`src/rtl/ert_pkg.sv`:
```
`timescale 1ns / 1ps
// Shared types and constants for the echo round-trip tracker.
// No dependencies; used by the tracker and its testbench.
package ert_pkg;

  localparam int unsigned MS_PER_TICK = 10;

  localparam logic [1:0] CMD_RECORD = 2'd0;
  localparam logic [1:0] CMD_REPLY  = 2'd1;
  localparam logic [1:0] CMD_READ   = 2'd2;
  localparam logic [1:0] CMD_NOP    = 2'd3;

  typedef struct packed {
    logic [1:0]  cmd;
    logic [31:0] dst_addr;
    logic [15:0] identifier;
    logic [15:0] sequence_req;
    logic [31:0] now_ticks;
    logic [3:0]  read_slot;
  } ert_in_t;

  typedef struct packed {
    logic [3:0]  slot;
    logic        matched;
    logic [31:0] rtt_ms;
    logic [31:0] entry_dst;
    logic [15:0] entry_identifier;
    logic [15:0] entry_sequence;
    logic [31:0] entry_send_ms;
    logic [31:0] entry_recv_ms;
    logic        entry_received;
    logic [4:0]  entry_count;
  } ert_out_t;

  typedef struct packed {
    logic [31:0] dst;
    logic [15:0] identifier;
    logic [15:0] sequence_nr;
    logic [31:0] send_ms;
    logic [31:0] recv_ms;
    logic [31:0] rtt;
    logic        received;
  } ert_rec_t;

endpackage

```
`src/rtl/ert_chan_if.sv`:
```
`timescale 1ns / 1ps
// Valid/ready channel carrying one payload item of type T.
// Payload types come from ert_pkg at the point of instantiation.
interface ert_chan_if #(
  parameter type T = logic
);
  logic valid;
  logic ready;
  T     data;

  modport source (output valid, output data, input ready);
  modport sink   (input valid, input data, output ready);
endinterface

```
`src/rtl/echo_rtt_tracker.sv`:
```
`timescale 1ns / 1ps
// Echo round-trip tracker: ring table of outstanding echo requests.
// Depends on ert_pkg, ert_chan_if and ert_ram.
//
// The block holds TABLE_DEPTH slots in one RAM with a single read port and
// registered read data. Record and no-operation items, a read of an unwritten
// slot and a reply to an empty table have a valid result in the cycle after
// acceptance. A read of a written slot passes through the read state before
// its result is registered. A reply scans the written slots from slot 0
// through that read port, one slot per cycle. The input is not ready from
// acceptance until the result has been taken, and it is ready again in the
// cycle after that. A slot at or above the fill count counts as unwritten and
// reads as zero, so no clearing pass runs after reset.
module echo_rtt_tracker #(
  parameter int unsigned TABLE_DEPTH = 16
) (
  input  logic       clk_i,
  input  logic       rst_ni,
  ert_chan_if.sink   in_i,
  ert_chan_if.source out_o
);
  import ert_pkg::*;

  localparam int unsigned IdxW = (TABLE_DEPTH > 1) ? $clog2(TABLE_DEPTH) : 1;
  localparam int unsigned CntW = $clog2(TABLE_DEPTH + 1);

  localparam logic [1:0] S_IDLE = 2'd0;
  localparam logic [1:0] S_SCAN = 2'd1;
  localparam logic [1:0] S_READ = 2'd2;
  localparam logic [1:0] S_OUT  = 2'd3;

  logic [1:0]      state_q, state_d;
  logic [IdxW-1:0] wp_q, wp_d;
  logic [CntW-1:0] filled_q, filled_d;
  logic [IdxW-1:0] idx_q, idx_d;
  logic [15:0]     id_q, id_d;
  logic [15:0]     seq_q, seq_d;
  logic [31:0]     now_q, now_d;
  logic [3:0]      rslot_q, rslot_d;
  ert_out_t        out_q, out_d;
  logic            out_load;

  logic            ram_we, ram_re;
  logic [IdxW-1:0] ram_waddr, ram_raddr;
  ert_rec_t        ram_wdata, ram_rdata;

  logic            accept;
  logic [31:0]     in_now_ms;
  logic [31:0]     wp_ext, idx_ext, cnt_ext;
  logic [CntW-1:0] idx_next;
  logic            rd_written;
  logic            hit;
  ert_rec_t        rec_new, rec_upd;

  ert_ram #(
    .WIDTH ($bits(ert_rec_t)),
    .DEPTH (TABLE_DEPTH)
  ) u_slots (
    .clk_i   (clk_i),
    .we_i    (ram_we),
    .waddr_i (ram_waddr),
    .wdata_i (ram_wdata),
    .re_i    (ram_re),
    .raddr_i (ram_raddr),
    .rdata_o (ram_rdata)
  );

  assign accept     = in_i.valid && in_i.ready;
  assign in_now_ms  = (in_i.data.now_ticks << 3) + (in_i.data.now_ticks << 1);
  assign wp_ext     = 32'(wp_q);
  assign idx_ext    = 32'(idx_q);
  assign cnt_ext    = 32'(filled_d);
  assign idx_next   = CntW'(idx_q) + CntW'(1);
  assign rd_written = 32'(in_i.data.read_slot) < 32'(filled_q);

  assign hit = !ram_rdata.received && (ram_rdata.identifier == id_q) &&
               (ram_rdata.sequence_nr == seq_q);

  always_comb begin
    rec_new             = '0;
    rec_new.dst         = in_i.data.dst_addr;
    rec_new.identifier  = in_i.data.identifier;
    rec_new.sequence_nr = in_i.data.sequence_req;
    rec_new.send_ms     = in_now_ms;
    rec_upd             = ram_rdata;
    rec_upd.recv_ms     = now_q;
    rec_upd.rtt         = now_q - ram_rdata.send_ms;
    rec_upd.received    = 1'b1;
  end

  always_comb begin
    state_d   = state_q;
    wp_d      = wp_q;
    filled_d  = filled_q;
    idx_d     = idx_q;
    id_d      = id_q;
    seq_d     = seq_q;
    now_d     = now_q;
    rslot_d   = rslot_q;
    out_d     = '0;
    out_load  = 1'b0;
    ram_we    = 1'b0;
    ram_waddr = wp_q;
    ram_wdata = rec_new;
    ram_re    = 1'b0;
    ram_raddr = '0;

    unique case (state_q)
      S_IDLE: begin
        if (accept) begin
          id_d    = in_i.data.identifier;
          seq_d   = in_i.data.sequence_req;
          now_d   = in_now_ms;
          rslot_d = in_i.data.read_slot;
          idx_d   = '0;
          unique case (in_i.data.cmd)
            CMD_RECORD: begin
              ram_we                 = 1'b1;
              out_load               = 1'b1;
              out_d.slot             = wp_ext[3:0];
              out_d.entry_dst        = rec_new.dst;
              out_d.entry_identifier = rec_new.identifier;
              out_d.entry_sequence   = rec_new.sequence_nr;
              out_d.entry_send_ms    = rec_new.send_ms;
              wp_d = (wp_q == IdxW'(TABLE_DEPTH - 1)) ? '0 : wp_q + IdxW'(1);
              if (filled_q != CntW'(TABLE_DEPTH)) begin
                filled_d = filled_q + CntW'(1);
              end
              state_d = S_OUT;
            end
            CMD_REPLY: begin
              if (filled_q == '0) begin
                out_load = 1'b1;
                state_d  = S_OUT;
              end else begin
                ram_re  = 1'b1;
                state_d = S_SCAN;
              end
            end
            CMD_READ: begin
              if (rd_written) begin
                ram_re    = 1'b1;
                ram_raddr = IdxW'(in_i.data.read_slot);
                state_d   = S_READ;
              end else begin
                out_load   = 1'b1;
                out_d.slot = in_i.data.read_slot;
                state_d    = S_OUT;
              end
            end
            default: begin
              out_load = 1'b1;
              state_d  = S_OUT;
            end
          endcase
        end
      end
      S_SCAN: begin
        if (hit) begin
          ram_we                 = 1'b1;
          ram_waddr              = idx_q;
          ram_wdata              = rec_upd;
          out_load               = 1'b1;
          out_d.slot             = idx_ext[3:0];
          out_d.matched          = 1'b1;
          out_d.rtt_ms           = rec_upd.rtt;
          out_d.entry_dst        = rec_upd.dst;
          out_d.entry_identifier = rec_upd.identifier;
          out_d.entry_sequence   = rec_upd.sequence_nr;
          out_d.entry_send_ms    = rec_upd.send_ms;
          out_d.entry_recv_ms    = rec_upd.recv_ms;
          out_d.entry_received   = 1'b1;
          state_d                = S_OUT;
        end else if (idx_next >= filled_q) begin
          out_load = 1'b1;
          state_d  = S_OUT;
        end else begin
          ram_re    = 1'b1;
          ram_raddr = IdxW'(idx_next);
          idx_d     = IdxW'(idx_next);
        end
      end
      S_READ: begin
        out_load               = 1'b1;
        out_d.slot             = rslot_q;
        out_d.rtt_ms           = ram_rdata.rtt;
        out_d.entry_dst        = ram_rdata.dst;
        out_d.entry_identifier = ram_rdata.identifier;
        out_d.entry_sequence   = ram_rdata.sequence_nr;
        out_d.entry_send_ms    = ram_rdata.send_ms;
        out_d.entry_recv_ms    = ram_rdata.recv_ms;
        out_d.entry_received   = ram_rdata.received;
        state_d                = S_OUT;
      end
      S_OUT: begin
        if (out_o.ready) begin
          state_d = S_IDLE;
        end
      end
      default: begin
        state_d = S_IDLE;
      end
    endcase

    out_d.entry_count = cnt_ext[4:0];
  end

  always_ff @(posedge clk_i or negedge rst_ni) begin
    if (!rst_ni) begin
      state_q  <= S_IDLE;
      wp_q     <= '0;
      filled_q <= '0;
      idx_q    <= '0;
    end else begin
      state_q  <= state_d;
      wp_q     <= wp_d;
      filled_q <= filled_d;
      idx_q    <= idx_d;
    end
  end

  always_ff @(posedge clk_i) begin
    id_q    <= id_d;
    seq_q   <= seq_d;
    now_q   <= now_d;
    rslot_q <= rslot_d;
    if (out_load) begin
      out_q <= out_d;
    end
  end

  assign in_i.ready  = (state_q == S_IDLE);
  assign out_o.valid = (state_q == S_OUT);
  assign out_o.data  = out_q;

  a_one_side_busy: assert property (@(posedge clk_i) disable iff (!rst_ni)
    !(in_i.ready && out_o.valid))
    else $error("input ready while a result is pending");

  a_match_marks_received: assert property (@(posedge clk_i) disable iff (!rst_ni)
    (out_o.valid && out_o.data.matched) |-> out_o.data.entry_received)
    else $error("matched result without received mark");

  a_fill_bounded: assert property (@(posedge clk_i) disable iff (!rst_ni)
    filled_q <= CntW'(TABLE_DEPTH))
    else $error("fill count beyond table depth");

  a_scan_in_written: assert property (@(posedge clk_i) disable iff (!rst_ni)
    (state_q == S_SCAN) |-> (32'(idx_q) < 32'(filled_q)))
    else $error("scan beyond written slots");

endmodule

```
`src/rtl/ert_ram.sv`:
```
`timescale 1ns / 1ps
// Generic single-write, single-read RAM with registered read data.
// No dependencies.
module ert_ram #(
  parameter int unsigned WIDTH = 8,
  parameter int unsigned DEPTH = 16,
  localparam int unsigned AddrW = (DEPTH > 1) ? $clog2(DEPTH) : 1
) (
  input  logic             clk_i,
  input  logic             we_i,
  input  logic [AddrW-1:0] waddr_i,
  input  logic [WIDTH-1:0] wdata_i,
  input  logic             re_i,
  input  logic [AddrW-1:0] raddr_i,
  output logic [WIDTH-1:0] rdata_o
);

  logic [WIDTH-1:0] mem_q [DEPTH];
  logic [WIDTH-1:0] rdata_q;

  always_ff @(posedge clk_i) begin
    if (we_i) begin
      mem_q[waddr_i] <= wdata_i;
    end
    if (re_i) begin
      rdata_q <= mem_q[raddr_i];
    end
  end

  assign rdata_o = rdata_q;

endmodule

```
`src/flat_wrapper.sv`:
```
// flat-port wrapper written by rule: the top's interface ports become plain ports
module echo_rtt_tracker_flat import ert_pkg::*;
#(
  parameter int unsigned TABLE_DEPTH = 16
)
  (clk_i, rst_ni, in_i_valid, in_i_data, in_i_ready, out_o_valid, out_o_data, out_o_ready);
  ert_chan_if #(.T(ert_in_t)) in_i_i ();
  ert_chan_if #(.T(ert_out_t)) out_o_i ();
  input  logic clk_i;
  input  logic rst_ni;
  input wire logic [$bits(in_i_i.valid)-1:0] in_i_valid;
  input wire logic [$bits(in_i_i.data)-1:0] in_i_data;
  output wire logic [$bits(in_i_i.ready)-1:0] in_i_ready;
  output wire logic [$bits(out_o_i.valid)-1:0] out_o_valid;
  output wire logic [$bits(out_o_i.data)-1:0] out_o_data;
  input wire logic [$bits(out_o_i.ready)-1:0] out_o_ready;
  assign in_i_i.valid = in_i_valid;
  assign in_i_i.data = in_i_data;
  assign in_i_ready = in_i_i.ready;
  assign out_o_valid = out_o_i.valid;
  assign out_o_data = out_o_i.data;
  assign out_o_i.ready = out_o_ready;
  echo_rtt_tracker #(.TABLE_DEPTH(TABLE_DEPTH)) u_core (.clk_i(clk_i), .rst_ni(rst_ni), .in_i(in_i_i), .out_o(out_o_i));
endmodule
```
`config.mk`:
```
export PLATFORM = sky130hd
export DESIGN_NAME = echo_rtt_tracker_flat
export DESIGN_NICKNAME = d
export VERILOG_FILES = /design/src/rtl/ert_pkg.sv /design/src/rtl/ert_chan_if.sv /design/src/rtl/echo_rtt_tracker.sv /design/src/rtl/ert_ram.sv /design/src/flat_wrapper.sv
export SDC_FILE = /design/constraint.sdc
export NUM_CORES = 2
export LEC_CHECK = 0
export BUFFER_PORTS_ARGS = -buffer_cell sky130_fd_sc_hd__buf_4
export CAP_MARGIN = 20
export CORE_MARGIN = 2
export CORE_UTILIZATION = 60
export CTS_BUF_LIST = sky130_fd_sc_hd__clkbuf_8
export CTS_CLUSTER_SIZE = 14
export DETAILED_ROUTE_END_ITERATION = 10
export PLACE_DENSITY = 0.77
export SETUP_SLACK_MARGIN = 0.1
export SLEW_MARGIN = 20
export SYNTH_ARGS = -nofsm -noshare
export SYNTH_HDL_FRONTEND = slang
export SYNTH_HIERARCHICAL = 1
export SYNTH_SLANG_ARGS = --single-unit
export TNS_END_PERCENT = 30
```
`constraint.sdc`:
```
create_clock -name clk_i -period 16.6 [get_ports clk_i]
set_clock_uncertainty 0.1 [all_clocks]
set_input_delay 1.66 -clock clk_i [delete_from_list [all_inputs] [get_ports clk_i]]
set_output_delay 1.66 -clock clk_i [all_outputs]
set_load 0.02 [all_outputs]
```
==> out/results.txt <==
The prevailing post-synth register cell is sky130_fd_sc_hd__edfxtp_1. The CTS clock-pin slew for the worst setup and hold paths works out to 0.06 ns. The nature of the critical path startpoint was a flop.

For the tightest slew margin relative to the limit, the log shows 22.3%. The commonest cells after synthesis are 2975 x sky130_fd_sc_hd__edfxtp_1, 603 x sky130_fd_sc_hd__mux4_2, 405 x sky130_fd_sc_hd__nand2_1. The ratio of final minimum period to clock period was 46.8%.

Using the TritonRoute via totals, the vias-per-cell ratio works out to 6.66. Initial antenna violation count: 6. The critical setup path kind was flop to flop. Setup repair after global routing left no endpoint under its margin. For the number of max-slew violations in the final report, the log shows 0.

The maximum level of the CTS H-tree is 5. Measured along the x axis, the die boundary spans 446 µm. For the detailed-router iteration count before antenna repair, the log shows 6.

The tool flagged a number of max-cap violations equal to 0. No sink is reached through more buffers than the 4 on the longest clock path. In this run, the number of DRC markers left after iteration 0 of detailed routing was 7893. The number of hold buffers added after CTS was 0. The worst hold path belongs to the class input pin to async pin. The number of hold violations in the final report came out at 0. Across the VDD grid, the largest voltage drop is 0.000155 V. Of all flip-flops after synthesis, the portion carrying an async set or reset was 0.502%. Clock tree synthesis found a total of 2990 sinks. The number of distinct library cell variants in the gate-level netlist after synthesis is 81, and the top cell type's share of synthesized area is 76.4%. The leakage power came out at 44.1 nW. Length in cells of the worst reg-to-reg path: 11. After routing, the total negative slack on setup checks comes to 0 ns. After clock tree synthesis, the setup repair step added 0 buffers. The run gives 61400 as the number of global-route vias before repair. TritonCTS built the clock tree. The total area inside the core boundary comes to 0.194 mm². The power per cell area works out to 161 mW/mm². The gate count of the mapped netlist is 5804, and the maximum number of pins on one net before global-route repair is 137. For this run, design rule violations remaining after detail routing come to 0. Sorting the synthesized cells by area gives the leading types as sky130_fd_sc_hd__edfxtp_1 76%, sky130_fd_sc_hd__mux4_2 12%, sky130_fd_sc_hd__a22oi_1 2.3%, sky130_fd_sc_hd__nand2_1 1.3%, sky130_fd_sc_hd__ha_1 0.83%. The endpoint kind of the worst setup timing path was a flop.

In this run the cell area measured after placement is 0.122 mm². In this run the vertical extent of the chip is 446 µm. The clock root buffer master was sky130_fd_sc_hd__clkbuf_8. Number of warnings issued by yosys: 6. Detailed placement ended at an HPWL of 154 mm.

The tools report the global-route wire length before repair as 417 mm. The floorplan step defined a die boundary enclosing 0.199 mm². Relative to the synthesized area, the layout overhead comes to 11.4%. Port buffering added 277 buffers. The flow ran to the end, and the final reports show no timing, DRC or antenna violations. The count of flip-flops with a built-in enable after synthesis is 2975, and the portion of the post-synthesis area used by sequential elements is 76.7%. For flop-to-flop paths, the worst setup slack is 8.83 ns. Routability-driven placement finished with a final weighted congestion of 0.938. At the pin with the least slew margin, the transition time is 1.16 ns.

For this run the aggregate overflow at the end of global routing stands at 0. For the worst setup path, the data required time is 17.20 ns. The run gives 6551 as the net count of the finished layout.

The worst path in the final design needs a cycle of 7.77 ns, including I/O delays and setup. The logs give 457 for the total CTS buffers and 0.117 mm² for the netlist area before placement. The data arrival time of the critical path is 8.36 ns.

The largest fanout on the critical path is 41. The tools report the number of routed nets with antenna violations as 0. sky130_fd_sc_hd__edfxtp_1 is the most common cell in the netlist.

The final standard cell area without fillers was 0.130 mm². The average instance in the mapped netlist occupies 20.2 µm². The clock reaches the later pin of the worst-skew pair after 1.13 ns.

The global-route usage over all layers is 29.3%, and the total wire length is 291 mm. The routed layout has 61500 vias. Average routed wire per standard cell: 31.5 µm. In this run the critical register-to-register path is captured at u_core/u_slots/mem_q[2][15].

Of all cell types, the one taking the most synthesized area is sky130_fd_sc_hd__edfxtp_1. The count of final setup violators is 0. The highest clock rate was 129 MHz.

The floorplan has 162 rows. Summing internal, switching and leakage power gives 20.9 mW. In this run the critical register-to-register path is launched from u_core/u_slots/rdata_o[112].

The logs give 0 for the count of cells resized by post-cts repair and 279 for the I/O pin total. For the effective utilization at floorplan, the log shows 60.2%. Share of post-route cells with drive strength above 1: 25.3%. The register bit total from synthesis is 2990.
power breakdown:
| part | internal, mW | switching [mW] |
|---|---|---|
| logic | 2.33 | 3.65 |
| registers | 9.19 | 0.304 |
| clock network | 2.74 | 2.70 |
| total | 14.3 | 6.66 |
worst max-delay path: stages (launching register included):
cell	delay (ns)
sky130_fd_sc_hd__edfxtp_1	0.50
sky130_fd_sc_hd__xor2_1	0.18
sky130_fd_sc_hd__nor4_1	0.72
sky130_fd_sc_hd__nand4_1	0.33
sky130_fd_sc_hd__nor3_4	0.47
sky130_fd_sc_hd__nand2_4	0.41
sky130_fd_sc_hd__o21ai_0	0.90
sky130_fd_sc_hd__nand2b_1	0.44
sky130_fd_sc_hd__nor2_4	0.84
sky130_fd_sc_hd__buf_4	0.85
sky130_fd_sc_hd__buf_4	0.81
sky130_fd_sc_hd__buf_4	0.66
through the flow:
step / hold WS [ns] / utilization (%) / std cells / setup WS (ns)
4_1_cts: 0.185 / 67.0 / 9230 / 8.90
3_5_place_dp: 0.420 / 62.9 / 8445 / 9.00
6_report: 0.284 / 67.0 / 9236 / 8.83
3_3_place_gp: 0.412 / 62.9 / 8445 / 9.07
2_1_floorplan: 0.388 / - / 5819 / 1.05
5_1_grt: 0.240 / 67.0 / 9235 / 8.77
layout by cell type, fill, tap and decap left out, types with 47 or more instances in the layout:
| cell | count |
|---|---|
| sky130_fd_sc_hd__edfxtp_1 | 2975 |
| sky130_fd_sc_hd__mux4_2 | 603 |
| sky130_fd_sc_hd__clkbuf_8 | 463 |
| sky130_fd_sc_hd__nand2_1 | 402 |
| sky130_fd_sc_hd__buf_4 | 384 |
| sky130_fd_sc_hd__a22oi_1 | 359 |
| sky130_fd_sc_hd__inv_1 | 199 |
| sky130_fd_sc_hd__nor2_1 | 144 |
| sky130_fd_sc_hd__clkinv_1 | 112 |
| sky130_fd_sc_hd__a21oi_1 | 93 |
| sky130_fd_sc_hd__o21ai_0 | 89 |
| sky130_fd_sc_hd__mux2_2 | 83 |
| sky130_fd_sc_hd__nor2b_1 | 78 |
| sky130_fd_sc_hd__ha_1 | 74 |
| sky130_fd_sc_hd__xor2_1 | 53 |
| sky130_fd_sc_hd__clkinv_2 | 47 |
cell type report:
cell class / count / area [µm²]
clock buffer: 463 / 6370
antenna: 3 / 7.51
fill: 11800 / 64100
timing repair buffer: 404 / 3310
multi-input combinational: 2452 / 25900
sequential: 2990 / 89700
clock inverter: 322 / 1610
inverter: 60 / 230
tap: 2542 / 3180
cell families (layout without fill, tap and decap cells):
family | count (synthesis) | after routing | synth area share [%]
muxes | 713 | 713 | 12.6
DFF | 2990 | 2990 | 76.7
adders and majority gates | 80 | 80 | 0.869
buffers and inverters | 377 | 1249 | 1.48
and+or+nand+nor | 803 | 803 | 3.07
other | 1 | 19 | 0.00321
xor gates and xnor gates | 89 | 89 | 0.666
AOI/OAI and AO/OA | 751 | 751 | 4.57
worst max path at each step:
stage                                 from                           to  slack, ns  cells after the start
2_1_floorplan                   in_i_valid   u_core/u_slots/mem_q[0][0]       1.05                      6
3_3_place_gp   u_core/u_slots/rdata_o[112]  u_core/u_slots/mem_q[2][31]       9.07                     11
3_5_place_dp   u_core/u_slots/rdata_o[112]  u_core/u_slots/mem_q[2][15]       9.00                     11
4_1_cts        u_core/u_slots/rdata_o[104]  u_core/u_slots/mem_q[2][13]       8.90                     11
5_1_grt        u_core/u_slots/rdata_o[112]  u_core/u_slots/mem_q[2][33]       8.77                     11
6_report       u_core/u_slots/rdata_o[112]  u_core/u_slots/mem_q[2][15]       8.83                     11
sequential cells by signal, summed over array words and instances (netlist names):
name / flops
u_core/rslot_q: 4
u_core/filled_q: 5
u_core/out_o.data: 171
u_core/state_q: 2
u_core/seq_q: 16
u_core/now_q: 31
u_core/wp_q: 4
u_core/u_slots/mem_q: 2576
u_core/id_q: 16
u_core/u_slots/rdata_o: 161
u_core/idx_q: 4
per-layer routing:
layer  track usage, %  share of wire, %
met5                0             0.014
met3             5.12                11
met2             47.1                49
met4             15.2               5.4
met1             39.2                35
(Power assumes the default switching activity.)
